`src/rtl/mcs_pkg.sv`:
```
// Shared types, constants and helper functions of the metronome click scheduler.
package mcs_pkg;

	localparam int FRAME_COUNT_BITS = 48;
	localparam int CLICK_ADDR_BITS  = 12;

	// Width wide enough for both the click length register and a template address.
	localparam int LEN_CMP_BITS = (CLICK_ADDR_BITS > 12) ? CLICK_ADDR_BITS : 12;
	localparam int CLICK_LIM    = (2 ** CLICK_ADDR_BITS) - 1;

	localparam logic [11:0] CLICK_LENGTH_RESET = 12'd480;

	// Register map: one register, index 0.
	localparam int          PADDR_BITS       = 3;
	localparam logic        REG_CLICK_LENGTH = 1'b0;

	localparam logic [1:0] CMD_TICK = 2'd0;
	localparam logic [1:0] CMD_ARM  = 2'd1;
	localparam logic [1:0] CMD_STOP = 2'd2;

	localparam logic [1:0] MODE_IDLE      = 2'd0;
	localparam logic [1:0] MODE_ARMED     = 2'd1;
	localparam logic [1:0] MODE_RECORDING = 2'd2;

	typedef logic [FRAME_COUNT_BITS-1:0] frame_t;

	typedef struct packed {
		logic [1:0]         command;
		logic [19:0]        beat_interval;
		logic [7:0]         beats_per_bar;
		logic [7:0]         count_in_beats;
		logic [19:0]        pre_roll_frames;
		logic signed [15:0] mic_sample;
	} item_t;

	typedef struct packed {
		logic [1:0]         run_mode;
		logic               click_on;
		logic               click_is_downbeat;
		logic [11:0]        click_address;
		logic               record_strobe;
		logic signed [15:0] record_sample;
		logic [7:0]         count_in_left;
		logic [31:0]        recorded_frames;
	} result_t;

	// a >= b on the wrapping frame counter.
	function automatic logic serial_ge(frame_t a, frame_t b);
		frame_t d;
		d = a - b;
		return ~d[FRAME_COUNT_BITS-1];
	endfunction

	// Template length actually used, limited to what the address counter can reach.
	function automatic logic [CLICK_ADDR_BITS-1:0] click_len_eff(logic [11:0] cl);
		logic [LEN_CMP_BITS-1:0] w;
		w = LEN_CMP_BITS'(cl);
		if (w > LEN_CMP_BITS'(CLICK_LIM))
			return CLICK_ADDR_BITS'(CLICK_LIM);
		else
			return CLICK_ADDR_BITS'(w);
	endfunction

endpackage

```
`src/rtl/mcs_regs.sv`:
```
// APB register block holding the click template length.
module mcs_regs (
	input  logic                           clk,
	input  logic                           arst_n,
	input  logic                           psel,
	input  logic                           penable,
	input  logic                           pwrite,
	input  logic [mcs_pkg::PADDR_BITS-1:0] paddr,
	input  logic [31:0]                    pwdata,
	output logic [31:0]                    prdata,
	output logic                           pready,
	output logic [11:0]                    click_length
);

	logic [11:0] click_length_q;
	logic        sel_len;

	assign sel_len = (paddr[2] == mcs_pkg::REG_CLICK_LENGTH);
	assign pready  = 1'b1;

	always_ff @(posedge clk or negedge arst_n) begin
		if (!arst_n) begin
			click_length_q <= mcs_pkg::CLICK_LENGTH_RESET;
		end else if (psel && penable && pwrite && sel_len) begin
			click_length_q <= pwdata[11:0];
		end
	end

	assign prdata       = sel_len ? {20'd0, click_length_q} : 32'd0;
	assign click_length = click_length_q;

endmodule

```
`src/rtl/mcs_engine.sv`:
```
// Scheduler state and the one-pass update that turns one item into one result.
module mcs_engine (
	input  logic                clk,
	input  logic                arst_n,
	input  logic                fire,
	input  mcs_pkg::item_t      item,
	input  logic [11:0]         click_length,
	output mcs_pkg::result_t    result
);

	localparam int FCB = mcs_pkg::FRAME_COUNT_BITS;
	localparam int CAB = mcs_pkg::CLICK_ADDR_BITS;
	localparam int LW  = mcs_pkg::LEN_CMP_BITS;

	logic [1:0]          run_q;
	mcs_pkg::frame_t     frame_q;
	mcs_pkg::frame_t     next_click_q;
	mcs_pkg::frame_t     downbeat_q;
	mcs_pkg::frame_t     pre_start_q;
	logic [19:0]         interval_q;
	logic [7:0]          bar_q;
	logic [7:0]          beat_q;
	logic                busy_q;
	logic                sel_q;
	logic [CAB-1:0]      pos_q;
	logic [7:0]          count_in_q;
	logic [31:0]         rec_q;

	logic [1:0]          run_n;
	mcs_pkg::frame_t     frame_n;
	mcs_pkg::frame_t     next_click_n;
	mcs_pkg::frame_t     downbeat_n;
	mcs_pkg::frame_t     pre_start_n;
	logic [19:0]         interval_n;
	logic [7:0]          bar_n;
	logic [7:0]          beat_n;
	logic                busy_n;
	logic                sel_n;
	logic [CAB-1:0]      pos_n;
	logic [7:0]          count_in_n;
	logic [31:0]         rec_n;

	logic [CAB-1:0]      len;
	logic [CAB-1:0]      pos_inc;
	logic [19:0]         iv_arm;
	logic [27:0]         prod;
	logic [28:0]         pre_off;
	mcs_pkg::frame_t     click_step;
	mcs_pkg::frame_t     lag;
	logic [8:0]          beat_inc;
	logic                on;
	logic                dn;
	logic [CAB-1:0]      addr;
	logic                strobe;
	logic [LW-1:0]       addr_w;

	assign len     = mcs_pkg::click_len_eff(click_length);
	assign pos_inc = pos_q + CAB'(1);

	// Arm arithmetic: count-in span and pre-roll offset relative to the current frame.
	assign iv_arm  = (item.beat_interval == 20'd0) ? 20'd1 : item.beat_interval;
	assign prod    = 28'(item.count_in_beats) * 28'(iv_arm);
	assign pre_off = {1'b0, prod} - {9'd0, item.pre_roll_frames};

	assign click_step = next_click_q + FCB'(interval_q);
	assign lag        = frame_q - click_step;
	assign beat_inc   = {1'b0, beat_q} + 9'd1;

	always_comb begin
		run_n        = run_q;
		frame_n      = frame_q;
		next_click_n = next_click_q;
		downbeat_n   = downbeat_q;
		pre_start_n  = pre_start_q;
		interval_n   = interval_q;
		bar_n        = bar_q;
		beat_n       = beat_q;
		busy_n       = busy_q;
		sel_n        = sel_q;
		pos_n        = pos_q;
		count_in_n   = count_in_q;
		rec_n        = rec_q;
		on           = 1'b0;
		dn           = 1'b0;
		addr         = '0;
		strobe       = 1'b0;
		unique case (item.command)
			mcs_pkg::CMD_ARM: begin
				interval_n   = iv_arm;
				bar_n        = (item.beats_per_bar == 8'd0) ? 8'd1 : item.beats_per_bar;
				count_in_n   = item.count_in_beats;
				rec_n        = 32'd0;
				downbeat_n   = frame_q + FCB'(prod);
				pre_start_n  = frame_q + {{(FCB-29){pre_off[28]}}, pre_off};
				next_click_n = frame_q;
				beat_n       = 8'd0;
				busy_n       = 1'b0;
				sel_n        = 1'b0;
				pos_n        = '0;
				run_n        = mcs_pkg::MODE_ARMED;
			end
			mcs_pkg::CMD_STOP: begin
				run_n      = mcs_pkg::MODE_IDLE;
				count_in_n = 8'd0;
			end
			mcs_pkg::CMD_TICK: begin
				if (run_q == mcs_pkg::MODE_ARMED && mcs_pkg::serial_ge(frame_q, downbeat_q)) begin
					run_n      = mcs_pkg::MODE_RECORDING;
					count_in_n = 8'd0;
				end
				if (run_n == mcs_pkg::MODE_RECORDING ||
					(run_n == mcs_pkg::MODE_ARMED && mcs_pkg::serial_ge(frame_q, pre_start_q))) begin
					strobe = 1'b1;
					if (rec_q != 32'hFFFF_FFFF)
						rec_n = rec_q + 32'd1;
				end
				if (run_n == mcs_pkg::MODE_ARMED || run_n == mcs_pkg::MODE_RECORDING) begin
					// Continue the click in progress, or end it if the length shrank.
					if (busy_q) begin
						if (pos_q < len) begin
							on   = 1'b1;
							dn   = sel_q;
							addr = pos_q;
							if (pos_inc >= len) begin
								busy_n = 1'b0;
								pos_n  = '0;
							end else begin
								pos_n = pos_inc;
							end
						end else begin
							busy_n = 1'b0;
							pos_n  = '0;
						end
					end
					// Start a due click once the previous one is out of the way.
					if (!on && !busy_n && mcs_pkg::serial_ge(frame_q, next_click_q)) begin
						sel_n = (beat_q == 8'd0);
						if (len != '0) begin
							on   = 1'b1;
							dn   = sel_n;
							addr = '0;
							if (len > CAB'(1)) begin
								busy_n = 1'b1;
								pos_n  = CAB'(1);
							end
						end
						if (run_n == mcs_pkg::MODE_ARMED && count_in_q != 8'd0)
							count_in_n = count_in_q - 8'd1;
						beat_n = (beat_inc >= {1'b0, bar_q}) ? 8'd0 : beat_inc[7:0];
						if (!lag[FCB-1] && lag > (FCB'(1) << (FCB - 2)))
							next_click_n = frame_q;
						else
							next_click_n = click_step;
					end
				end
				frame_n = frame_q + FCB'(1);
			end
			default: begin
			end
		endcase
	end

	always_ff @(posedge clk or negedge arst_n) begin
		if (!arst_n) begin
			run_q        <= mcs_pkg::MODE_IDLE;
			frame_q      <= '0;
			next_click_q <= '0;
			downbeat_q   <= '0;
			pre_start_q  <= '0;
			interval_q   <= 20'd1;
			bar_q        <= 8'd1;
			beat_q       <= 8'd0;
			busy_q       <= 1'b0;
			sel_q        <= 1'b0;
			pos_q        <= '0;
			count_in_q   <= 8'd0;
			rec_q        <= 32'd0;
		end else if (fire) begin
			run_q        <= run_n;
			frame_q      <= frame_n;
			next_click_q <= next_click_n;
			downbeat_q   <= downbeat_n;
			pre_start_q  <= pre_start_n;
			interval_q   <= interval_n;
			bar_q        <= bar_n;
			beat_q       <= beat_n;
			busy_q       <= busy_n;
			sel_q        <= sel_n;
			pos_q        <= pos_n;
			count_in_q   <= count_in_n;
			rec_q        <= rec_n;
		end
	end

	assign addr_w = LW'(addr);

	always_comb begin
		result.run_mode          = run_n;
		result.click_on          = on;
		result.click_is_downbeat = dn;
		result.click_address     = addr_w[11:0];
		result.record_strobe     = strobe;
		result.record_sample     = strobe ? item.mic_sample : 16'sd0;
		result.count_in_left     = count_in_n;
		result.recorded_frames   = rec_n;
	end

	a_busy_pos: assert property (@(posedge clk) disable iff (!arst_n)
		busy_q |-> pos_q != '0)
		else $error("click running at position zero");
	a_beat_range: assert property (@(posedge clk) disable iff (!arst_n)
		beat_q < bar_q)
		else $error("beat index outside the bar");
	a_grid_nonzero: assert property (@(posedge clk) disable iff (!arst_n)
		interval_q != 20'd0 && bar_q != 8'd0)
		else $error("beat grid holds a zero interval or bar length");
	a_rec_no_countin: assert property (@(posedge clk) disable iff (!arst_n)
		run_q == mcs_pkg::MODE_RECORDING |-> count_in_q == 8'd0)
		else $error("count-in left while recording");

endmodule

```
`src/rtl/metronome_click_scheduler.sv`:
```
// Top level of the metronome click scheduler: stream ports, item and result registers.
//
//  channel  | direction | handshake          | payload
//  ---------+-----------+--------------------+---------------------------------------
//  s_axis   | in        | tvalid / tready    | tuser command, tdata arm fields + mic
//  m_axis   | out       | tvalid / tready    | tdata one result per item
//  apb      | in        | psel/penable/pready| click_length at byte address 0
//
// One item per cycle sustained while m_axis is ready: an item is held in the input
// register and its whole update runs in one combinational pass into the result
// register. The state update (frame counter, click schedule) is the only loop and
// closes within that single pass.
// Reset clears the scheduler to idle and click_length to 480; stalls on m_axis
// hold the result register and back up into the input register.
module metronome_click_scheduler (
	input  logic                           clk,
	input  logic                           arst_n,
	// APB configuration
	input  logic                           psel,
	input  logic                           penable,
	input  logic                           pwrite,
	input  logic [mcs_pkg::PADDR_BITS-1:0] paddr,
	input  logic [31:0]                    pwdata,
	output logic [31:0]                    prdata,
	output logic                           pready,
	// Input beats
	input  logic                           s_axis_tvalid,
	output logic                           s_axis_tready,
	// [19:0] beat_interval, [27:20] beats_per_bar, [35:28] count_in_beats,
	// [55:36] pre_roll_frames, [71:56] mic_sample
	input  logic [71:0]                    s_axis_tdata,
	// [1:0] command
	input  logic [1:0]                     s_axis_tuser,
	// Result beats
	output logic                           m_axis_tvalid,
	input  logic                           m_axis_tready,
	// [1:0] run_mode, [2] click_on, [3] click_is_downbeat, [15:4] click_address,
	// [16] record_strobe, [32:17] record_sample, [40:33] count_in_left,
	// [72:41] recorded_frames, [79:73] zero
	output logic [79:0]                    m_axis_tdata
);

	logic [11:0]      click_length;
	mcs_pkg::item_t   item_s1;
	logic             valid_s1;
	mcs_pkg::result_t res_s2;
	mcs_pkg::result_t res_next;
	logic             valid_s2;
	logic             advance;

	mcs_regs u_regs (
		.clk          (clk),
		.arst_n       (arst_n),
		.psel         (psel),
		.penable      (penable),
		.pwrite       (pwrite),
		.paddr        (paddr),
		.pwdata       (pwdata),
		.prdata       (prdata),
		.pready       (pready),
		.click_length (click_length)
	);

	// Move the held item into the result register whenever that register is free
	// or its beat is being taken this cycle.
	assign advance       = valid_s1 && (!valid_s2 || m_axis_tready);
	assign s_axis_tready = !valid_s1 || advance;

	always_ff @(posedge clk or negedge arst_n) begin
		if (!arst_n) begin
			valid_s1 <= 1'b0;
		end else if (s_axis_tready) begin
			valid_s1 <= s_axis_tvalid;
		end
	end

	// Capture the input beat; payload needs no reset.
	always_ff @(posedge clk) begin
		if (s_axis_tready && s_axis_tvalid) begin
			item_s1.command         <= s_axis_tuser;
			item_s1.beat_interval   <= s_axis_tdata[19:0];
			item_s1.beats_per_bar   <= s_axis_tdata[27:20];
			item_s1.count_in_beats  <= s_axis_tdata[35:28];
			item_s1.pre_roll_frames <= s_axis_tdata[55:36];
			item_s1.mic_sample      <= s_axis_tdata[71:56];
		end
	end

	mcs_engine u_engine (
		.clk          (clk),
		.arst_n       (arst_n),
		.fire         (advance),
		.item         (item_s1),
		.click_length (click_length),
		.result       (res_next)
	);

	always_ff @(posedge clk or negedge arst_n) begin
		if (!arst_n) begin
			valid_s2 <= 1'b0;
		end else if (advance) begin
			valid_s2 <= 1'b1;
		end else if (m_axis_tready) begin
			valid_s2 <= 1'b0;
		end
	end

	always_ff @(posedge clk) begin
		if (advance)
			res_s2 <= res_next;
	end

	assign m_axis_tvalid = valid_s2;
	assign m_axis_tdata  = {7'd0,
		res_s2.recorded_frames,
		res_s2.count_in_left,
		res_s2.record_sample,
		res_s2.record_strobe,
		res_s2.click_address,
		res_s2.click_is_downbeat,
		res_s2.click_on,
		res_s2.run_mode};

endmodule

```
`config.mk`:
```
export PLATFORM = sky130hd
export DESIGN_NAME = metronome_click_scheduler
export DESIGN_NICKNAME = d
export VERILOG_FILES = /design/src/rtl/mcs_pkg.sv /design/src/rtl/mcs_regs.sv /design/src/rtl/mcs_engine.sv /design/src/rtl/metronome_click_scheduler.sv
export SDC_FILE = /design/constraint.sdc
export NUM_CORES = 2
export LEC_CHECK = 0
export BUFFER_PORTS_ARGS = -buffer_cell sky130_fd_sc_hd__buf_2
export CAP_MARGIN = 20
export CELL_PAD_IN_SITES_DETAIL_PLACEMENT = 0
export CELL_PAD_IN_SITES_GLOBAL_PLACEMENT = 2
export CORE_ASPECT_RATIO = 1.4
export CORE_MARGIN = 2
export CORE_UTILIZATION = 39
export CTS_CLUSTER_SIZE = 8
export DETAILED_ROUTE_END_ITERATION = 8
export GPL_TIMING_DRIVEN = 0
export HOLD_SLACK_MARGIN = 0.15
export MAX_ROUTING_LAYER = met4
export PLACE_DENSITY = 0.87
export SYNTH_ARGS = -nofsm -noshare
export SYNTH_HDL_FRONTEND = slang
export SYNTH_HIERARCHICAL = 1
export SYNTH_SLANG_ARGS = --single-unit
```
`constraint.sdc`:
```
create_clock -name clk -period 14.3 [get_ports clk]
set_input_delay 0 -clock clk [delete_from_list [all_inputs] [get_ports clk]]
set_output_delay 0 -clock clk [all_outputs]
set_load 0.02 [all_outputs]
```
==> impl_table.tex <==
\begin{tabular}{lr}
\hline
Metric & Value \\
\hline
\multicolumn{2}{l}{\textbf{Pwr}} \\
Leakage power & 21.2 nW \\
Reported net switching power & 4.76 mW \\
Internal power of the cells & 5.07 mW \\
Portion of total power attributed to sequential cells & 18.1\% \\
Final Total Pwr & 9.83 mW \\
Power per Cell Area & 218 nW/um\^{}2 \\
Combinational Power Share & 66.4\% \\
Switching portion of total power & 48.4\% \\
Max IR drop VDD & 0.222 mV \\
Clock group share of total power & 15.4\% \\
\multicolumn{2}{l}{\textbf{Detailed routing}} \\
Routed wirelength normalized by instance count & 19.6 um \\
Post-route DRC & 0 \\
Routed via count & 33300 \\
Number of search-and-repair iterations in the first detailed-routing pass & 6 \\
Total Wirelength & 122000 um \\
Antenna violation net count after detailed routing & 0 \\
Initial DRC Count & 1823 \\
Via density per instance & 5.37 \\
\multicolumn{2}{l}{\textbf{Logic synthesis}} \\
Fraction of the mapped netlist area in adder cells & 18.6\% \\
Share of the synthesized area in compound gates (AO/OA/AOI/OAI) & 18.0\% \\
Fraction of synthesized cell area in xor and xnor cells & 6.57\% \\
Post-synthesis instance area & 38400 um\^{}2 \\
Post-synthesis share of cell area spent on and, or, nand and nor gates & 18.2\% \\
Post-synthesis average cell area & 8.80 um\^{}2 \\
Post-synthesis cell type with the largest combined area & sky130\_fd\_sc\_hd\_\_dfrtp\_1 \\
Top post-synthesis cells by count & sky130\_fd\_sc\_hd\_\_nand2\_1, sky130\_fd\_sc\_hd\_\_inv\_1, sky130\_fd\_sc\_hd\_\_ha\_1, sky130\_fd\_sc\_hd\_\_o21ai\_0, sky130\_fd\_sc\_hd\_\_dfrtp\_1 \\
Share of synthesized flip-flops with an asynchronous set or reset & 67.0\% \\
Number of different library cells in the post-synthesis netlist & 100 \\
Dominant combinational cell family by area after synthesis & adder cells \\
Share of synthesized area spent on multiplexers & 1.19\% \\
Portion of the post-synthesis area used by sequential elements & 30.9\% \\
Most instantiated library cell after synthesis & sky130\_fd\_sc\_hd\_\_nand2\_1 \\
Leading post-synthesis cells by cell area & sky130\_fd\_sc\_hd\_\_dfrtp\_1, sky130\_fd\_sc\_hd\_\_ha\_1, sky130\_fd\_sc\_hd\_\_edfxtp\_1 \\
Most common flop cell mapped by yosys & sky130\_fd\_sc\_hd\_\_dfrtp\_1 \\
Gate count of the mapped netlist & 4364 \\
Number of synthesized flops with an enable pin & 147 \\
Synth Register Bits & 445 \\
Fraction of synthesized cell area taken by the top area cell type & 19.0\% \\
Total of warnings raised by yosys & 6 \\
\multicolumn{2}{l}{\textbf{Timing}} \\
Pin slew with the least headroom to its limit & 1.13 ns \\
Crit share post-route & 84.1\% \\
Maximum clock frequency & 83.2 MHz \\
Final number of hold-violating endpoints & 0 \\
Relative slew slack & 24.6\% \\
Min Tclk post-route & 12.02 ns \\
Setup violation total in the final timing report & 0 \\
Fin Setup TNS & 0 ns \\
Final setup skew & 0.0321 ns \\
Smallest setup slack after layout & 2.28 ns \\
Pins Over Slew Limit & 0 \\
RSZ-0062 raised after global routing & false \\
\multicolumn{2}{l}{\textbf{Flow run}} \\
Max-Cap Viols & 0 \\
\multicolumn{2}{l}{\textbf{Clock network}} \\
Post-CTS Hold Buffers & 187 \\
Post CTS Setup Buffer Count & 0 \\
TritonCTS Sinks & 445 \\
Clock tree from TritonCTS & built \\
Clock transition at path regs & 0.05 ns \\
Depth of the CTS H-tree & 3 \\
Cts bufs inserted & 67 \\
Clock Latency Late Sink & 0.63 ns \\
Maximum buffer depth of the clock tree & 3 \\
Clock root buffer master & sky130\_fd\_sc\_hd\_\_clkbuf\_16 \\
Cts repair resizes & 0 \\
\multicolumn{2}{l}{\textbf{Layout}} \\
Area growth from synthesis to layout & 17.5\% \\
Total Nets Final & 5458 \\
Post-layout utilization of the core & 46.1\% \\
Fraction of final layout cells with drive strength greater than 1 & 8.15\% \\
\multicolumn{2}{l}{\textbf{Floorplanning}} \\
Number of top-level pins & 231 \\
Core box area & 97800 um\^{}2 \\
Die outline area & 101000 um\^{}2 \\
Y dimension of the die & 375 um \\
Die boundary width & 269 um \\
Row cnt & 136 \\
Starting density of the core & 39.3\% \\
\multicolumn{2}{l}{\textbf{Global routing}} \\
Initial antenna violation count & 2 \\
Global route overflow & 0 \\
Wire length of the first global-routing pass & 189000 um \\
Total Routing Usage GR & 24.5\% \\
Number of global-route vias before repair & 33500 \\
Pin count of the biggest net entering global routing & 106 \\
\multicolumn{2}{l}{\textbf{Place}} \\
Routability cong. & 0.887 \\
Worst-case setup slack after placement & 2.36 ns \\
Half-perimeter wire length after detailed placement & 91900 um \\
Count of input and output buffers & 180 \\
\multicolumn{2}{l}{\textbf{Setup path}} \\
Critical Path AT & 12.52 ns \\
Critical-path top delay cell & sky130\_fd\_sc\_hd\_\_o41ai\_2 \\
Capturing element type of the critical path & register \\
Launching element type of the critical path & register \\
Max Fanout on Critical Path & 10 \\
CP Class & register to register \\
Required time of the critical path & 14.79 ns \\
Largest stage delay on the critical path & 0.67 ns \\
\multicolumn{2}{l}{\textbf{Status}} \\
Run status & finished clean \\
\multicolumn{2}{l}{\textbf{Hold path}} \\
Type of the worst min-delay path & input port to register \\
\hline
\end{tabular}
[layout by cell type (no fill, tap or decap), types with 18 or more instances in the layout]
cell,synthesis,routed
sky130_fd_sc_hd__a21oi_1,248,248
sky130_fd_sc_hd__clkbuf_16,0,69
sky130_fd_sc_hd__dfrtp_1,292,292
sky130_fd_sc_hd__fa_1,113,113
sky130_fd_sc_hd__o21ai_0,300,300
sky130_fd_sc_hd__inv_1,425,425
sky130_fd_sc_hd__edfxtp_1,147,147
sky130_fd_sc_hd__a22oi_1,26,26
sky130_fd_sc_hd__o21bai_1,21,21
sky130_fd_sc_hd__nor4_1,25,25
sky130_fd_sc_hd__and3_1,47,47
sky130_fd_sc_hd__o21a_1,26,26
sky130_fd_sc_hd__buf_4,31,32
sky130_fd_sc_hd__dlygate4sd3_1,0,186
sky130_fd_sc_hd__nand2b_1,44,44
sky130_fd_sc_hd__xnor2_1,185,185
sky130_fd_sc_hd__nor3_1,73,73
sky130_fd_sc_hd__o211ai_1,33,33
sky130_fd_sc_hd__nand4_1,77,77
sky130_fd_sc_hd__conb_1,3,28
sky130_fd_sc_hd__a31oi_1,33,32
sky130_fd_sc_hd__a22o_1,39,39
sky130_fd_sc_hd__ha_1,391,391
sky130_fd_sc_hd__nand3_1,118,118
sky130_fd_sc_hd__xor2_1,103,103
sky130_fd_sc_hd__a211oi_1,30,30
sky130_fd_sc_hd__nand2_1,447,447
sky130_fd_sc_hd__or3_1,43,43
sky130_fd_sc_hd__a21o_1,154,154
sky130_fd_sc_hd__clkbuf_1,151,186
sky130_fd_sc_hd__nor2b_1,48,48
sky130_fd_sc_hd__and2_1,169,168
sky130_fd_sc_hd__or2_2,18,18
sky130_fd_sc_hd__nor2_1,215,214
sky130_fd_sc_hd__buf_2,10,192
[critical path, delay by kind of cell (launching register included)]
kind / cells / cell delay, ns
XOR/XNOR: 3 / 0.76
flip-flops: 1 / 0.35
adder cells (fa/ha/maj): 7 / 3.25
buffers and inverters: 5 / 0.83
AND/OR/NAND/NOR: 7 / 1.27
AO/OA/AOI/OAI: 22 / 5.43
[cell families after synthesis]
logic type,count (synthesis)
adder cells (fa/ha/maj),504
multiplexers,39
buffers and inverters,628
XOR/XNOR,288
AND/OR/NAND/NOR,1388
other,3
flip-flops,445
AO/OA/AOI/OAI,1069
[sequential cells by signal (all words and copies together), names as in the netlist, 20 cells and up]
register               cells
u_engine/frame_q          48
m_axis_tdata              73
u_engine/rec_q            32
u_engine/interval_q       20
u_engine/pre_start_q      48
item_s1                   74
u_engine/next_click_q     48
u_engine/downbeat_q       48
[final cells by class]
| class | count | area, um^2 |
|---|---|---|
| clock inverters | 7 | 72.6 |
| inverters | 426 | 1600 |
| repair buffers | 380 | 2980 |
| flip-flops and latches | 445 | 11900 |
| clock buffers | 106 | 1890 |
| plain buffers | 202 | 902 |
| diodes | 2 | 5.00 |
| well taps | 1311 | 1640 |
| multi-input cells | 3316 | 24200 |
| fillers | 9503 | 52700 |
[routing by layer]
metal  share of wire, %  GRT usage, %  vias to the layer above
li1                   -             -                    16200
met1                 41          27.6                    16100
met2                 51          43.3                      740
met3                3.7          2.62                      244
met4                4.8          11.4                        0
met5                  0             -                        -
[path summary, 6_finish.rpt]
path                                                           from                              endpoint  slack [ns]  depth (start not counted)
worst max-delay path                          item_s1[53]$_DFFE_PP_  u_engine/pre_start_q[47]$_DFFE_PN0P_        2.28                         44
worst min-delay path                                  m_axis_tready             m_axis_tvalid$_DFFE_PN0P_        0.25                          4
worst max register to register                item_s1[53]$_DFFE_PP_  u_engine/pre_start_q[47]$_DFFE_PN0P_        2.28                         44
worst min register to register  u_engine/pre_start_q[5]$_DFFE_PN0P_   u_engine/pre_start_q[5]$_DFFE_PN0P_        0.47                          2
max in group asynchronous                                    arst_n    u_engine/count_in_q[0]$_DFFE_PN0P_       13.08                          4
min in group asynchronous                                    arst_n    u_regs/click_length[7]$_DFFE_PN1P_        0.55                          3
[power groups by stage]
stage,Clock [mW],Combinational [mW],Sequential (mW)
global route,1.61,7.36,1.81
finish,1.52,6.53,1.78
floorplan,0,4.91,1.75
global placement,0,6.41,1.80
detailed placement,0,6.46,1.80
CTS,1.56,6.55,1.78
[stage by stage]
step           std cells  hold slack (ns)  cell area, um^2
5_1_grt             6194            0.265            45100
6_report            6195            0.248            45100
3_3_place_gp        5880            0.176            41000
2_1_floorplan       4389           -0.296            38500
4_1_cts             6190            0.197            45100
3_5_place_dp        5890          -0.0554            41200
(Power assumes the default switching activity.)
